===== src/rtl/fjelp_pkg.sv =====
`timescale 1ns / 1ps

package fjelp_pkg;

	typedef struct packed {
		logic [7:0] line_byte;
		logic       end_of_line;
	} item_t;

	typedef enum logic [2:0] {
		KIND_KEY_BYTE   = 3'd0,
		KIND_EVENT_BYTE = 3'd1,
		KIND_VALUE_BYTE = 3'd2,
		KIND_STR_DONE   = 3'd3,
		KIND_INT_DONE   = 3'd4,
		KIND_EVENT_DONE = 3'd5,
		KIND_ACCEPT     = 3'd6,
		KIND_REJECT     = 3'd7
	} kind_t;

	typedef struct packed {
		kind_t              kind;
		logic [7:0]         data_byte;
		logic signed [63:0] int_value;
		logic [2:0]         slot;
	} result_t;

	typedef enum logic [1:0] {
		STR_KEY   = 2'd0,
		STR_EVENT = 2'd1,
		STR_VALUE = 2'd2
	} str_kind_t;

	typedef enum logic [1:0] {
		EVM_NONE = 2'd0,
		EVM_E    = 2'd1,
		EVM_EV   = 2'd2,
		EVM_DIFF = 2'd3
	} ev_match_t;

	// largest magnitude that may still take another digit: floor((2^63 - d) / 10)
	localparam logic [63:0] ACC_LIM_LOW  = 64'd922337203685477580;  // digits 0..8
	localparam logic [63:0] ACC_LIM_NINE = 64'd922337203685477579;  // digit 9
	localparam logic [63:0] INT_MIN_MAG  = 64'h8000_0000_0000_0000;
	localparam logic [63:0] INT_MAX_POS  = 64'h7fff_ffff_ffff_ffff;

endpackage


===== src/rtl/flat_json_event_line_parser_unit.sv =====
`timescale 1ns / 1ps

// Flat JSON object parser, one line byte per beat. Each accepted item is
// decoded in the same cycle by the parse state machine and its result, if
// any, lands in a single output register; with res_ready held high a new
// byte is taken every cycle, and a stalled result blocks input only while
// the output register stays full. An item produces at most one result:
// key, event or value bytes (after escape expansion and truncation to
// KEY_LEN-1, EVENT_LEN-1, VALUE_LEN-1), field-done markers with the slot
// number, and one accept or reject per line. Integers are saturated to 64
// bits with one shift-add and compare per digit. An end_of_line item forces
// the outcome if it is still pending and returns all state to reset.
module flat_json_event_line_parser_unit #(
	parameter int KEY_LEN    = 32,
	parameter int VALUE_LEN  = 128,
	parameter int MAX_FIELDS = 8,
	parameter int EVENT_LEN  = 32
) (
	input  logic              clk,
	input  logic              arst_n,
	input  logic              item_valid,
	output logic              item_ready,
	input  fjelp_pkg::item_t   item,
	output logic              res_valid,
	input  logic              res_ready,
	output fjelp_pkg::result_t res
);
	import fjelp_pkg::*;

	localparam int KL_W   = $clog2(KEY_LEN);
	localparam int VL_MAX = (VALUE_LEN > EVENT_LEN) ? VALUE_LEN : EVENT_LEN;
	localparam int VL_W   = $clog2(VL_MAX);
	localparam int FC_W   = $clog2(MAX_FIELDS + 1);

	localparam logic [KL_W-1:0] KEY_LIM = KL_W'(KEY_LEN - 1);
	localparam logic [VL_W-1:0] EV_LIM  = VL_W'(EVENT_LEN - 1);
	localparam logic [VL_W-1:0] VAL_LIM = VL_W'(VALUE_LEN - 1);
	localparam logic [FC_W-1:0] FC_MAX  = FC_W'(MAX_FIELDS);

	localparam logic [7:0] CH_NUL    = 8'h00;
	localparam logic [7:0] CH_TAB    = 8'h09;
	localparam logic [7:0] CH_LF     = 8'h0a;
	localparam logic [7:0] CH_VT     = 8'h0b;
	localparam logic [7:0] CH_FF     = 8'h0c;
	localparam logic [7:0] CH_CR     = 8'h0d;
	localparam logic [7:0] CH_BS     = 8'h08;
	localparam logic [7:0] CH_SPACE  = 8'h20;
	localparam logic [7:0] CH_QUOTE  = 8'h22;
	localparam logic [7:0] CH_PLUS   = 8'h2b;
	localparam logic [7:0] CH_COMMA  = 8'h2c;
	localparam logic [7:0] CH_MINUS  = 8'h2d;
	localparam logic [7:0] CH_SLASH  = 8'h2f;
	localparam logic [7:0] CH_ZERO   = 8'h30;
	localparam logic [7:0] CH_NINE   = 8'h39;
	localparam logic [7:0] CH_COLON  = 8'h3a;
	localparam logic [7:0] CH_UP_A   = 8'h41;
	localparam logic [7:0] CH_UP_F   = 8'h46;
	localparam logic [7:0] CH_BSLASH = 8'h5c;
	localparam logic [7:0] CH_LO_A   = 8'h61;
	localparam logic [7:0] CH_LO_B   = 8'h62;
	localparam logic [7:0] CH_LO_E   = 8'h65;
	localparam logic [7:0] CH_LO_F   = 8'h66;
	localparam logic [7:0] CH_LO_N   = 8'h6e;
	localparam logic [7:0] CH_LO_R   = 8'h72;
	localparam logic [7:0] CH_LO_T   = 8'h74;
	localparam logic [7:0] CH_LO_U   = 8'h75;
	localparam logic [7:0] CH_LO_V   = 8'h76;
	localparam logic [7:0] CH_LBRACE = 8'h7b;
	localparam logic [7:0] CH_RBRACE = 8'h7d;

	typedef enum logic [11:0] {
		M_OPEN        = 12'b0000_0000_0001,
		M_KEYCLOSE    = 12'b0000_0000_0010,
		M_AFTER_KEY   = 12'b0000_0000_0100,
		M_VALUE_START = 12'b0000_0000_1000,
		M_STR         = 12'b0000_0001_0000,
		M_ESC         = 12'b0000_0010_0000,
		M_HEX         = 12'b0000_0100_0000,
		M_INT_WS      = 12'b0000_1000_0000,
		M_INT_BODY    = 12'b0001_0000_0000,
		M_AFTER_VALUE = 12'b0010_0000_0000,
		M_PENDING     = 12'b0100_0000_0000,
		M_DONE        = 12'b1000_0000_0000
	} mode_t;

	mode_t       mode_q, n_mode;
	str_kind_t   str_q, n_str;
	logic [KL_W-1:0] key_len_q, n_key_len;
	ev_match_t   match_q, n_match;
	logic [VL_W-1:0] val_len_q, n_val_len;
	logic [1:0]  hex_cnt_q, n_hex_cnt;
	logic [7:0]  hex_low_q, n_hex_low;
	logic [63:0] acc_q, n_acc;
	logic        neg_q, n_neg;
	logic        seen_q, n_seen;
	logic [FC_W-1:0] fc_q, n_fc;
	logic        have_ev_q, n_have_ev;

	logic        res_valid_q;
	result_t     res_q, r;
	logic        emit;
	logic        accept;

	logic [7:0]  c;
	logic        c_ws, c_cspace, c_digit;
	logic [3:0]  dig;
	logic        live;
	logic [FC_W+2:0] fc_ext;
	logic [2:0]  slot_now;

	logic [7:0]  esc_val;
	logic        esc_ok;
	logic [3:0]  hex_d;
	logic        hex_ok;
	logic [7:0]  sb_byte;
	logic        st_en, id_en, dec_en, dec_acc;
	logic        lead_en, lead_ws_ok;
	logic [63:0] acc10, int_mag;
	logic        acc_sat;

	assign item_ready = !res_valid_q || res_ready;
	assign accept     = item_valid && item_ready;
	assign res_valid  = res_valid_q;
	assign res        = res_q;

	assign c        = item.line_byte;
	assign c_ws     = (c == CH_SPACE) || (c == CH_TAB);
	assign c_cspace = c_ws || (c == CH_LF) || (c == CH_VT) || (c == CH_FF) || (c == CH_CR);
	assign c_digit  = (c >= CH_ZERO) && (c <= CH_NINE);
	assign dig      = c[3:0];
	assign live     = fc_q < FC_MAX;
	assign fc_ext   = {3'b000, fc_q};
	assign slot_now = fc_ext[2:0];

	always_comb begin
		esc_ok  = 1'b1;
		esc_val = c;
		case (c)
			CH_QUOTE:  esc_val = CH_QUOTE;
			CH_BSLASH: esc_val = CH_BSLASH;
			CH_SLASH:  esc_val = CH_SLASH;
			CH_LO_B:   esc_val = CH_BS;
			CH_LO_F:   esc_val = CH_FF;
			CH_LO_N:   esc_val = CH_LF;
			CH_LO_R:   esc_val = CH_CR;
			CH_LO_T:   esc_val = CH_TAB;
			default:   esc_ok  = 1'b0;
		endcase
	end

	always_comb begin
		hex_ok = 1'b1;
		hex_d  = c[3:0];
		if (c_digit) begin
			hex_d = c[3:0];
		end else if ((c >= CH_LO_A && c <= CH_LO_F) || (c >= CH_UP_A && c <= CH_UP_F)) begin
			hex_d = c[3:0] + 4'd9;
		end else begin
			hex_ok = 1'b0;
		end
	end

	// saturating decimal step: acc * 10 + d, or the 2^63 magnitude on overflow
	assign acc_sat = acc_q > ((dig == 4'd9) ? ACC_LIM_NINE : ACC_LIM_LOW);
	assign acc10   = (acc_q << 3) + (acc_q << 1) + {60'd0, dig};

	always_comb begin
		if (neg_q) begin
			int_mag = acc_q[63] ? INT_MIN_MAG : (64'd0 - acc_q);
		end else begin
			int_mag = acc_q[63] ? INT_MAX_POS : acc_q;
		end
	end

	always_comb begin
		case (mode_q)
			M_ESC:   sb_byte = esc_val;
			M_HEX:   sb_byte = {hex_low_q[3:0], hex_d};
			default: sb_byte = c;
		endcase
	end

	always_comb begin
		n_mode    = mode_q;
		n_str     = str_q;
		n_key_len = key_len_q;
		n_match   = match_q;
		n_val_len = val_len_q;
		n_hex_cnt = hex_cnt_q;
		n_hex_low = hex_low_q;
		n_acc     = acc_q;
		n_neg     = neg_q;
		n_seen    = seen_q;
		n_fc      = fc_q;
		n_have_ev = have_ev_q;

		emit        = 1'b0;
		r.kind      = KIND_KEY_BYTE;
		r.data_byte = 8'd0;
		r.int_value = 64'sd0;
		r.slot      = 3'd0;

		st_en      = 1'b0;
		id_en      = 1'b0;
		dec_en     = 1'b0;
		dec_acc    = 1'b0;
		lead_en    = 1'b0;
		lead_ws_ok = 1'b0;

		if (item.end_of_line) begin
			if (mode_q != M_DONE) begin
				emit   = 1'b1;
				r.kind = (mode_q == M_PENDING && have_ev_q) ? KIND_ACCEPT : KIND_REJECT;
			end
			n_mode    = M_OPEN;
			n_str     = STR_KEY;
			n_key_len = '0;
			n_match   = EVM_NONE;
			n_val_len = '0;
			n_hex_cnt = 2'd0;
			n_hex_low = 8'd0;
			n_acc     = 64'd0;
			n_neg     = 1'b0;
			n_seen    = 1'b0;
			n_fc      = '0;
			n_have_ev = 1'b0;
		end else begin
			case (mode_q)
				M_DONE: begin
				end
				M_PENDING: begin
					dec_en  = 1'b1;
					dec_acc = have_ev_q;
				end
				M_OPEN: begin
					if (c == CH_LBRACE) begin
						n_mode = M_KEYCLOSE;
					end else if (!c_ws) begin
						dec_en = 1'b1;
					end
				end
				M_KEYCLOSE: begin
					if (c == CH_RBRACE) begin
						dec_en  = 1'b1;
						dec_acc = have_ev_q;
					end else if (c == CH_QUOTE) begin
						n_key_len = '0;
						n_match   = EVM_NONE;
						n_str     = STR_KEY;
						n_mode    = M_STR;
					end else if (!c_ws) begin
						dec_en = 1'b1;
					end
				end
				M_AFTER_KEY: begin
					if (c == CH_COLON) begin
						n_mode = M_VALUE_START;
					end else if (!c_ws) begin
						dec_en = 1'b1;
					end
				end
				M_VALUE_START: begin
					if (c == CH_QUOTE) begin
						n_val_len = '0;
						n_str     = (match_q == EVM_EV) ? STR_EVENT : STR_VALUE;
						n_mode    = M_STR;
					end else if (!c_ws) begin
						if (match_q == EVM_EV) begin
							dec_en = 1'b1;
						end else begin
							n_acc      = 64'd0;
							n_neg      = 1'b0;
							n_seen     = 1'b0;
							n_mode     = M_INT_WS;
							lead_en    = 1'b1;
							lead_ws_ok = 1'b1;
						end
					end
				end
				M_INT_WS: begin
					lead_en    = 1'b1;
					lead_ws_ok = 1'b1;
				end
				M_INT_BODY: begin
					if (!seen_q) begin
						lead_en = 1'b1;
					end else if (c_digit) begin
						n_acc = acc_sat ? INT_MIN_MAG : acc10;
					end else if (c_ws) begin
						n_mode = M_AFTER_VALUE;
						id_en  = 1'b1;
					end else if (c == CH_COMMA) begin
						n_mode = M_KEYCLOSE;
						id_en  = 1'b1;
					end else if (c == CH_RBRACE) begin
						if (!live) begin
							dec_en  = 1'b1;
							dec_acc = have_ev_q;
						end else begin
							n_mode = M_PENDING;
							id_en  = 1'b1;
						end
					end else begin
						dec_en = 1'b1;
					end
				end
				M_AFTER_VALUE: begin
					if (c == CH_COMMA) begin
						n_mode = M_KEYCLOSE;
					end else if (c == CH_RBRACE) begin
						dec_en  = 1'b1;
						dec_acc = have_ev_q;
					end else if (!c_ws) begin
						dec_en = 1'b1;
					end
				end
				M_STR: begin
					if (c == CH_NUL) begin
						dec_en = 1'b1;
					end else if (c == CH_QUOTE) begin
						case (str_q)
							STR_KEY: begin
								n_mode = M_AFTER_KEY;
							end
							STR_EVENT: begin
								n_mode    = M_AFTER_VALUE;
								n_have_ev = 1'b1;
								emit      = 1'b1;
								r.kind    = KIND_EVENT_DONE;
							end
							default: begin
								n_mode = M_AFTER_VALUE;
								if (live) begin
									n_fc   = fc_q + 1'b1;
									emit   = 1'b1;
									r.kind = KIND_STR_DONE;
									r.slot = slot_now;
								end
							end
						endcase
					end else if (c == CH_BSLASH) begin
						n_mode = M_ESC;
					end else begin
						st_en = 1'b1;
					end
				end
				M_ESC: begin
					if (c == CH_LO_U) begin
						n_hex_cnt = 2'd0;
						n_hex_low = 8'd0;
						n_mode    = M_HEX;
					end else if (esc_ok) begin
						n_mode = M_STR;
						st_en  = 1'b1;
					end else begin
						dec_en = 1'b1;
					end
				end
				M_HEX: begin
					if (!hex_ok) begin
						dec_en = 1'b1;
					end else begin
						n_hex_low = sb_byte;
						n_hex_cnt = hex_cnt_q + 2'd1;
						if (hex_cnt_q == 2'd3) begin
							n_mode = M_STR;
							st_en  = 1'b1;
						end
					end
				end
				default: begin
					dec_en = 1'b1;
				end
			endcase
		end

		// text ahead of the first digit: white space, one sign, then a digit
		if (lead_en) begin
			if (lead_ws_ok && c_cspace) begin
				n_mode = M_INT_WS;
			end else if (lead_ws_ok && (c == CH_PLUS || c == CH_MINUS)) begin
				n_neg  = (c == CH_MINUS);
				n_mode = M_INT_BODY;
			end else if (c_digit) begin
				n_acc  = {60'd0, dig};
				n_seen = 1'b1;
				n_mode = M_INT_BODY;
			end else begin
				dec_en = 1'b1;
			end
		end

		if (st_en) begin
			case (str_q)
				STR_KEY: begin
					if (key_len_q < KEY_LIM) begin
						if (sb_byte == CH_NUL) begin
							n_key_len = KEY_LIM;
						end else begin
							if (key_len_q == '0) begin
								n_match = (sb_byte == CH_LO_E) ? EVM_E : EVM_DIFF;
							end else if (key_len_q == KL_W'(1)) begin
								n_match = (match_q == EVM_E && sb_byte == CH_LO_V) ?
									EVM_EV : EVM_DIFF;
							end else begin
								n_match = EVM_DIFF;
							end
							n_key_len = key_len_q + 1'b1;
							if (live) begin
								emit        = 1'b1;
								r.kind      = KIND_KEY_BYTE;
								r.data_byte = sb_byte;
								r.slot      = slot_now;
							end
						end
					end
				end
				STR_EVENT: begin
					if (val_len_q < EV_LIM) begin
						if (sb_byte == CH_NUL) begin
							n_val_len = EV_LIM;
						end else begin
							n_val_len   = val_len_q + 1'b1;
							emit        = 1'b1;
							r.kind      = KIND_EVENT_BYTE;
							r.data_byte = sb_byte;
						end
					end
				end
				default: begin
					if (val_len_q < VAL_LIM) begin
						if (sb_byte == CH_NUL) begin
							n_val_len = VAL_LIM;
						end else begin
							n_val_len = val_len_q + 1'b1;
							if (live) begin
								emit        = 1'b1;
								r.kind      = KIND_VALUE_BYTE;
								r.data_byte = sb_byte;
								r.slot      = slot_now;
							end
						end
					end
				end
			endcase
		end

		if (id_en && live) begin
			n_fc        = fc_q + 1'b1;
			emit        = 1'b1;
			r.kind      = KIND_INT_DONE;
			r.int_value = $signed(int_mag);
			r.slot      = slot_now;
		end

		if (dec_en) begin
			n_mode      = M_DONE;
			emit        = 1'b1;
			r.kind      = dec_acc ? KIND_ACCEPT : KIND_REJECT;
			r.data_byte = 8'd0;
			r.int_value = 64'sd0;
			r.slot      = 3'd0;
		end
	end

	always_ff @(posedge clk or negedge arst_n) begin
		if (!arst_n) begin
			mode_q      <= M_OPEN;
			str_q       <= STR_KEY;
			key_len_q   <= '0;
			match_q     <= EVM_NONE;
			val_len_q   <= '0;
			hex_cnt_q   <= 2'd0;
			hex_low_q   <= 8'd0;
			acc_q       <= 64'd0;
			neg_q       <= 1'b0;
			seen_q      <= 1'b0;
			fc_q        <= '0;
			have_ev_q   <= 1'b0;
			res_valid_q <= 1'b0;
		end else begin
			if (accept) begin
				mode_q    <= n_mode;
				str_q     <= n_str;
				key_len_q <= n_key_len;
				match_q   <= n_match;
				val_len_q <= n_val_len;
				hex_cnt_q <= n_hex_cnt;
				hex_low_q <= n_hex_low;
				acc_q     <= n_acc;
				neg_q     <= n_neg;
				seen_q    <= n_seen;
				fc_q      <= n_fc;
				have_ev_q <= n_have_ev;
			end
			if (accept && emit) begin
				res_valid_q <= 1'b1;
			end else if (res_ready) begin
				res_valid_q <= 1'b0;
			end
		end
	end

	always_ff @(posedge clk) begin
		if (accept && emit) begin
			res_q <= r;
		end
	end

endmodule

===== config.mk =====
export PLATFORM = sky130hd
export DESIGN_NAME = flat_json_event_line_parser_unit
export DESIGN_NICKNAME = d
export VERILOG_FILES = /design/src/rtl/fjelp_pkg.sv /design/src/rtl/flat_json_event_line_parser_unit.sv
export SDC_FILE = /design/constraint.sdc
export NUM_CORES = 1
export LEC_CHECK = 0
export BUFFER_PORTS_ARGS = -buffer_cell sky130_fd_sc_hd__buf_2
export CORE_UTILIZATION = 25
export DETAILED_ROUTE_END_ITERATION = 10
export HOLD_SLACK_MARGIN = 0.12
export PLACE_DENSITY = 0.42
export SETUP_SLACK_MARGIN = 0.5
export SLEW_MARGIN = 20
export SYNTH_ARGS = -nofsm -noshare
export SYNTH_HDL_FRONTEND = slang
export SYNTH_SLANG_ARGS = --single-unit

===== constraint.sdc =====
create_clock -name clk -period 14.9 [get_ports clk]
set_input_delay 2.98 -clock clk [delete_from_list [all_inputs] [get_ports clk]]
set_output_delay 2.98 -clock clk [all_outputs]
set_load 0.03 [all_outputs]

# [Word level (Yosys, flattened, before mapping)]
# Index checks and enable logic that the tools add are counted.
[op_classes] addsub=8 magnitude_cmp=11 eq_ne=50 mux=237 bitwise_logic=2 n_reduce_logical=41
[op_table] op="2-to-1 mux 64 bit" count=13
[op_table] op="2-to-1 mux 12 bit" count=27
[op_table] op="one-hot mux 64 bit (2 select lines)" count=1
[op_table] op="one-hot mux 12 bit (9 select lines)" count=1
[op_table] op="2-to-1 mux 1 bit" count=101
[op_table] op="2-to-1 mux 11 bit" count=9
[op_table] op="equality test 8 x 7 -> 1 bit, second input constant" count=11
[op_table] op="2-to-1 mux 78 bit" count=1
[op_table] op="2-to-1 mux 67 bit" count=1
[op_table] op="adder 64 x 4 -> 64 bit" count=1
[op_table] op="adder 64 bit" count=1
[op_table] op="greater-than comparator 64 x 60 -> 1 bit" count=1
[op_table] op="one-hot mux 8 bit (8 select lines)" count=1
[op_table] op="subtractor 1 x 64 -> 64 bit, first input constant" count=1
[op_table] op="2-to-1 mux 63 bit" count=1
[op_table] op="equality test 8 x 6 -> 1 bit, second input constant" count=7
[op_table] op="2-to-1 mux 7 bit" count=8
[op_table] op="2-to-1 mux 3 bit" count=18
[op_table] op="2-to-1 mux 4 bit" count=12
[op_table] op="equality test 8 x 4 -> 1 bit, second input constant" count=5
[op_table] op="2-to-1 mux 5 bit" count=8
[op_table] op="2-to-1 mux 2 bit" count=19
[op_table] op="one-hot mux 11 bit (2 select lines)" count=1
[op_table] op="greater-or-equal comparator 8 x 7 -> 1 bit, second input constant" count=2
[op_table] op="other kinds (57)" count=98
[totals] regBits=184 input_bits=13 output_inout_bits=80

# [Longest topological paths before layout]
# Gate-level depths: netlist of run 1.
[depth] depth_word=16 depth_mapped=17 ltp_nobuf=15

# [Least setup slack after synthesis of run 1]
# OpenSTA, ideal clock, no wires.
[synth_path] path_kind="input to register" start="input item[1] (netlist name)" end="register res_q (netlist bit res[0]) (enable)" setup_time_ns=0.515 t_arrival_ns=8.522 required_ns=14.385 path_slack_ns=5.863 path_stages=13 path_cell_list="clkbuf_1 inv_1 ha_1 nor2b_1 nand4_1 nand4_1 or2_2 a41oi_1 o22a_1 nor4_4 nor2_1 and4bb_1 nor2_1"
[synth_via] elab_chain_cells=14 elab_cells_between_ends=111
[synth_lines] element="from (decl)" line="flat_json_event_line_parser_unit.sv:23" source="input fjelp_pkg::item_t item,"
[synth_lines] element="greater-or-equal comparator 8 x 7 -> 1 bit (tied with other cells)" line="flat_json_event_line_parser_unit.sv:156" source="end else if ((c >= CH_LO_A && c <= CH_LO_F) || (c >= CH_UP_A && c <= CH_UP_F)) begin"
[synth_lines] element="logical AND 1 bit / 2-to-1 mux 1 bit (equally long branches)" line="flat_json_event_line_parser_unit.sv:156, flat_json_event_line_parser_unit.sv:295"
[synth_lines] element="logical OR 1 bit / 2-to-1 mux 1 bit (equally long branches)" line="flat_json_event_line_parser_unit.sv:156, flat_json_event_line_parser_unit.sv:292"
[synth_lines] element="2-to-1 mux 4 bit (tied with other cells)" line="flat_json_event_line_parser_unit.sv:156"
[synth_lines] element="2-to-1 mux 4 bit (tied with other cells)" line="flat_json_event_line_parser_unit.sv:154" source="if (c_digit) begin"
[synth_lines] element="one-hot mux 8 bit (2 select lines) (tied with other cells)" line="flat_json_event_line_parser_unit.sv:176" source="case (mode_q)"
[synth_lines] element="zero test 8 bit / one-hot mux 1 bit (10 select lines) (equally long branches)"
[synth_lines] element="2-to-1 mux 1 bit (on tied branches)" line="flat_json_event_line_parser_unit.sv:397, flat_json_event_line_parser_unit.sv:210, flat_json_event_line_parser_unit.sv:420"
[synth_lines] element="2-to-1 mux 1 bit (on tied branches)"
[synth_lines] element="one-hot mux 1 bit (2 select lines) / 2-to-1 mux 1 bit (equally long branches)" line="flat_json_event_line_parser_unit.sv:394, flat_json_event_line_parser_unit.sv:381"
[synth_lines] element="2-to-1 mux 1 bit (on tied branches)" line="flat_json_event_line_parser_unit.sv:393, flat_json_event_line_parser_unit.sv:379"
[synth_lines] element="2-to-1 mux 1 bit (on tied branches)" line="flat_json_event_line_parser_unit.sv:448, flat_json_event_line_parser_unit.sv:378"
[synth_lines] element="2-to-1 mux 1 bit *" line="flat_json_event_line_parser_unit.sv:456" source="if (dec_en) begin"
[synth_lines] element="logical AND 1 bit *" line="flat_json_event_line_parser_unit.sv:505" source="if (accept && emit) begin"
[synth_lines] element="to (signal assigned)" line="flat_json_event_line_parser_unit.sv:506" source="res_q <= r;"
[synth_lines] element="to (decl)" line="flat_json_event_line_parser_unit.sv:100" source="result_t res_q, r;"
# Mark *: on every way between the ends. The rest lies on a longest branch, timed or not.
# A chain may end at the register's enable or synchronous reset.

# [Final worst setup path of run 1]
[layout_path] start="input item[2] (netlist name)" end="register res_q (netlist bit res[22]) (enable)"
# The elaborated chain is that of the path after synthesis.

==> flow_metrics.py, run 1 <==
metrics = {
    "timing": {
        "finalSetupTns_ns": 0,
        "fin_ws_ns": 7.69,
        "setup_violations": 0,
        "hold_violations": 0,
        "post-route-period-util_pct": 48.4,
        "tightest_slew_ns": 0.938,
        "slew_headroom_pct": 36.9,
        "clock_skew_ns": 0.0192,
        "drv_slew": 0,
        "min_period_ns": 7.21,
        "fmax_mhz": 139,
        "rsz0062_at_grt": "no",
    },
    "placement": {
        "place_area_um2": 17000,
        "pre_cts_ws_ns": 7.17,
        "dpl.hpwl_um": 40300,
        "place.gp.congestion": 0.872,
        "portBuffers": 92,
    },
    "global_routing": {
        "grt_pass1_wl_um": 85100,
        "grt-ovfl-total": 0,
        "grtUsageTotal_pct": 17.1,
        "grt_start_max_net_pins": 69,
        "grt_pass1_vias": 14400,
        "antenna_found_initial": 0,
    },
    "pwr": {
        "power_leakage_nw": 7.21,
        "ir_worst_vdd_mv": 0.0986,
        "power-per-cell-area_nw_per_um2": 81.3,
    },
    "die": {
        "initial_core_util_pct": 25.4,
        "die_h_um": 253,
        "io_pins": 93,
        "die_x_um": 253,
        "core_um2": 61900,
        "dieArea_um2": 64000,
        "placementRows": 91,
    },
    "synth": {
        "synth_fa_ha_area_share_pct": 10.9,
        "synthesis.nets": 2063,
        "ys_warn_count": 0,
        "netlist_area_um2": 15800,
        "synth.area.top_cells": "dfrtp_1 (17%), edfxtp_1 (15%), ha_1 (11%)",
        "synth_xor_area_share_pct": 5.61,
        "synthMuxAreaShare_pct": 0.731,
        "synth_edf_count": 78,
        "yosysSeqAreaShare_pct": 31.7,
        "synth_top_cell_area_share_pct": 16.7,
        "syn_inst": 1914,
        "synth_largest_area_cell": "dfrtp_1",
        "synth_top_family_by_area": "simple AND/OR/NAND/NOR gates",
        "ys_ff_latch": 184,
        "synth_compound_area_share_pct": 21.4,
        "synth_cell_type_count": 94,
        "avgSynthCellArea_um2": 8.23,
        "synthSimpleGateAreaFrac_pct": 26.1,
        "synthArstFlopShare_pct": 57.6,
        "ys.flop_type": "dfrtp_1",
    },
    "worst_setup_path": {
        "crit_fanout": 64,
        "cp.required_ns": 15.03,
        "crit_type": "input port to register",
        "critPathLaunchType": "input port",
        "cpPeakStageDelay_ns": 0.81,
        "crit_top_cell": "nor2_1",
        "end_kind": "register",
        "crit_arrival_ns": 7.33,
        "crit_path_top_delay_cell": "buf_4",
        "worstPathCellList": "buf_2 -> inv_1 -> ha_1 -> nor2b_1 -> nand4_1 -> nor3b_1 -> a222oi_1 -> nor2_1 -> o21ai_2 -> nor2_1 -> and4bb_1 -> nor2_4 -> buf_4",
    },
    "route": {
        "post_drt_wl_per_cell_um": 19.3,
        "via_per_inst": 5.20,
        "routed-via-count": 14500,
        "drt-initial-drc-count": 1138,
        "ant_nets": 0,
        "drt-pass1-iter-count": 6,
        "finalWirelength_um": 53700,
        "drc_errors": 0,
    },
    "finish": {
        "fin_util_pct": 28.3,
        "areaGrowthSynthToFinish_pct": 11.1,
        "num_antenna_cells": 0,
        "design_area_um2": 17500,
        "fin_nets": 2085,
        "drive_above_1_share_pct": 10.1,
    },
    "hold_path": {
        "hp-class": "register to register",
    },
    "clocking": {
        "cts_root_buf": "clkbuf_16",
        "clkLatencyLatePin_ns": 0.51,
        "clk_pin_slew_ns": 0.07,
        "numClockSinks": 184,
        "postCtsSetupRepairBufs": 0,
        "cts_buffer_depth": 2,
        "cts_tree": "yes",
        "htreeDepth": 4,
        "cts_hold_buf": 0,
        "numCtsBuffers": 17,
        "cts_resized": 0,
    },
    "job": {
        "maxCapViolations": 0,
    },
    "status": {
        "status": "finished, final reports clean",
    },
}
## placed cells by master (no fill, tap or decap), drive strengths merged, types with 42 or more instances in the layout
cell type  instances
edfxtp            78
xnor2             73
nand3             46
nor2             238
a21oi            148
dfrtp            105
nor3              52
inv               42
buf              105
o21ai            152
ha               134
nand2            224
## flip-flops by register name (all words and copies together) (netlist names)
register	count
str_q	2
seen_q	1
val_len_q	7
match_q	2
hex_cnt_q	2
hex_low_q	4
acc_q	64
fc_q	4
res	78
key_len_q	5
have_ev_q	1
neg_q	1
mode_q	12
res_valid	1
## per-stage QoR
stage / total power [mW] / hold WS [ns] / cells
floorplan: 0.855 / 0.450 / 1914
global placement: 0.969 / 0.471 / 2754
detailed placement: 0.970 / 0.474 / 2754
CTS: 1.45 / 0.490 / 2786
global route: 1.50 / 0.545 / 2786
finish: 1.42 / 0.488 / 2786
## cell usage after synthesis, types with 24 or more instances
cell type and n:
nor2_1 237, nand2_1 223, a21oi_1 147, o21ai_0 142, ha_1 134, dfrtp_1 105
edfxtp_1 78, clkbuf_1 73, xnor2_1 73, nand3_1 45, nor3_1 45, inv_1 37
nand4_1 33, a21o_1 32, a31oi_1 31, xor2_1 28, nor4_1 26, nand2b_1 24
## path summary, 6_finish.rpt
kind                                    from           end  slack (ns)  cells after the start
worst min register to register  hex_low_q[3]  hex_low_q[3]        0.49                      2
worst max-delay path                 item[2]       res[22]        7.69                     13
max in group asynchronous             arst_n     acc_q[63]       10.93                      2
worst min-delay path            hex_low_q[3]  hex_low_q[3]        0.49                      2
worst max register to register     mode_q[1]       res[22]        9.65                     11
min in group asynchronous             arst_n       fc_q[3]        2.52                      1
## per-layer routing
metal	vias to the layer above	global-route usage, %	wire, µm	part of all wire, %
met5	-	0	0	0
li1	7120	-	-	-
met4	0	5.02	879	1.6
met3	43	2.01	1810	3.4
met1	7024	23.8	26200	49
met2	314	27.6	24900	46
## worst max-delay path, delay by kind of cell
kind / cells / cell delay [ns]
simple gates: 7 / 2.21
buf+inv: 3 / 1.18
compound gates: 2 / 0.53
fa+ha+maj: 1 / 0.35
## power by group
part           switching [mW]  internal, mW  total [mW]
logic                   0.245         0.100       0.345
clock network           0.238         0.232       0.470
registers              0.0289         0.580       0.609
## area by class of cell
class | count | area (µm²)
fillers | 6759 | 44400
multi-input cells | 1591 | 10200
flip-flops and latches | 184 | 5000
well taps | 837 | 1050
repair buffers | 105 | 561
clock buffers | 19 | 433
inverters | 37 | 139
clock inverters | 13 | 120
## cells by family after synthesis
group           after synthesis
compound gates              531
xor+xnor                    101
fa+ha+maj                   136
buf+inv                     139
flops                       184
mux                          11
simple gates                812
No activity file was read; power rests on OpenSTA's default activity.
==> inputs of run 2 (changes only) <==
==> constraint.sdc (replaced) <==
create_clock -name clk -period 7.5 [get_ports clk]
set_input_delay 1.5 -clock clk [delete_from_list [all_inputs] [get_ports clk]]
set_output_delay 1.5 -clock clk [all_outputs]
set_load 0.03 [all_outputs]
==> run 2 against run 1 <==
Net effect:
- first-iteration DRC count is 24% lower
- sequential share of layout area about the same
- hold slack improved by 0.0038 ns
- wire length decreased by 2.1%
- clock power up 97%
- global-route usage decreased by 0.49 points
- register-to-register slack got worse by 7.0 ns
- utilization about the same
==> flow_metrics.py, run 2 (same netlist as run 1, synthesis figures left out) <==
metrics = {
    "pwr": {
        "p_sw_mw": 1.01,
        "power-per-cell-area_nw_per_um2": 161,
        "pwr-share-seq_pct": 42.7,
        "netSwitchingFraction_pct": 35.7,
        "combPwrFrac_pct": 24.4,
        "power_leakage_nw": 7.21,
        "clkPwrFrac_pct": 32.9,
        "p_int_mw": 1.81,
        "total_power_mw": 2.82,
        "ir_worst_vdd_mv": 0.199,
    },
    "worst_setup_path": {
        "cpPeakStageDelay_ns": 0.56,
        "critPathLaunchType": "input port",
        "startpoint": "item[4]",
        "worstPathCellList": "buf_2 -> inv_1 -> fa_1 -> inv_1 -> fa_1 -> a211oi_1 -> o21ai_0 -> o21ai_0 -> and4_1 -> o21ai_0 -> a221o_1 -> a31o_2 -> a21boi_0 -> a31oi_1 -> xnor2_1 -> o21ai_0",
        "end_kind": "register",
        "crit_arrival_ns": 5.91,
        "crit_path_top_delay_cell": "fa_1",
        "crit_type": "input port to register",
        "crit_fanout": 15,
        "crit_top_cell": "o21ai_0",
        "reg2reg_from": "mode_q[1]",
        "cp.required_ns": 7.86,
    },
    "global_routing": {
        "grt-ovfl-total": 0,
        "grtUsageTotal_pct": 16.6,
        "antenna_found_initial": 0,
        "gr-usage-met1_pct": 22.4,
        "grt_start_max_net_pins": 68,
        "met3_usage_pct": 2.21,
        "top_usage_layer": "met2",
        "grt_pass1_wl_um": 82800,
        "grt_pass1_vias": 14000,
        "grt_use_met2_pct": 27.0,
    },
    "clocking": {
        "cts_hold_buf": 0,
        "clkLatencyLatePin_ns": 0.50,
        "numClockSinks": 184,
        "htreeDepth": 4,
        "cts_tree": "yes",
        "numCtsBuffers": 17,
        "clk_pin_slew_ns": 0.08,
        "cts_root_buf": "clkbuf_16",
        "cts_buffer_depth": 2,
        "cts_resized": 0,
        "postCtsSetupRepairBufs": 0,
    },
    "finish": {
        "multiInputGateArea_um2": 10200,
        "ff_latch_area_um2": 5000,
        "largest_reg_flops": 78,
        "num_antenna_cells": 0,
        "fin_nets": 2085,
        "fillCellCount": 6701,
        "final_cell_mix": "nor2_1 (236), nand2_1 (223), a21oi_1 (147)",
        "stdcell_count": 2786,
        "areaGrowthSynthToFinish_pct": 11.2,
        "final_common_cell": "nor2_1",
        "drive_above_1_share_pct": 10.1,
    },
    "timing": {
        "hold_violations": 0,
        "clock_skew_ns": 0.0136,
        "tightest_slew_ns": 0.902,
        "drv_slew": 0,
        "finalSetupTns_ns": 0,
        "slew_headroom_pct": 39.3,
        "min_period_ns": 5.55,
        "fmax_mhz": 180,
        "post-route-period-util_pct": 74.0,
        "setup_violations": 0,
        "rsz0062_at_grt": "no",
    },
    "die": {
        "core_um2": 61900,
        "io_pins": 93,
        "die_x_um": 253,
        "initial_core_util_pct": 25.4,
        "dieArea_um2": 64000,
        "die_h_um": 253,
        "placementRows": 91,
    },
    "placement": {
        "portBuffers": 92,
        "place.gp.congestion": 0.866,
        "dpl.hpwl_um": 39400,
        "dp_cells": 2754,
    },
    "route": {
        "routed-via-count": 14400,
        "ant_nets": 0,
        "drt-pass1-iter-count": 5,
        "finalWirelength_um": 52600,
        "post_drt_wl_per_cell_um": 18.9,
        "via_per_inst": 5.18,
        "drc_errors": 0,
        "drt-initial-drc-count": 867,
    },
    "status": {
        "status": "finished, final reports clean",
    },
    "job": {
        "maxCapViolations": 0,
    },
    "hold_path": {
        "hp-class": "register to register",
        "hold_start": "hex_low_q[2]",
    },
}
run 2: final timing paths:
check | to | slack (ns) | cells past startpoint
max | acc_q[56] | 1.95 | 16
min | hex_low_q[2] | 0.49 | 2
max reg2reg | res[13] | 2.69 | 11
min reg2reg | hex_low_q[2] | 0.49 | 2
max in group asynchronous | acc_q[63] | 5.08 | 2
min in group asynchronous | fc_q[1] | 1.06 | 1
run 2: layer usage:
metal / vias up / routed length, µm / part of all wire (%)
met4: 0 / 1270 / 2.4
met2: 340 / 24400 / 46
met1: 6923 / 25000 / 47
met3: 66 / 2000 / 3.8
li1: 7109 / - / -
met5: - / 0 / 0
run 2: layout make-up:
class,count,share of cell area [%]
clock buffers,18,2.45
clock inverters,14,0.686
inverters,37,0.793
multi-input cells,1591,58.3
flip-flops and latches,184,28.5
well taps,837,5.98
repair buffers,105,3.27
run 2: per-stage QoR:
step | worst slack [ns] | cell area [µm²] | hold WS (ns) | utilization [%]
after global routing | 1.63 | 17500 | 0.510 | 28.3
after global placement | 1.57 | 17000 | 0.469 | 27.4
after CTS | 2.04 | 17500 | 0.493 | 28.3
final | 1.95 | 17500 | 0.491 | 28.3
after floorplan | 1.26 | 15800 | 0.450 | -
after detailed placement | 1.48 | 17000 | 0.477 | 27.4
run 2: power by group through the flow:
stage	clock network (mW)	logic (mW)	registers [mW]
after floorplan	0	0.352	1.34
after global placement	0	0.696	1.23
after detailed placement	0	0.697	1.23
after CTS	0.965	0.699	1.21
after global routing	0.988	0.752	1.22
final	0.928	0.687	1.20
run 2: worst max-delay path, delay by kind of cell:
| kind | cells | cell delay [ns] |
|---|---|---|
| AOI/OAI and AO/OA | 9 | 2.36 |
| adders and majority gates | 2 | 1.04 |
| buffers and inverters | 3 | 0.57 |
| and+or+nand+nor | 1 | 0.25 |
| xor gates and xnor gates | 1 | 0.17 |
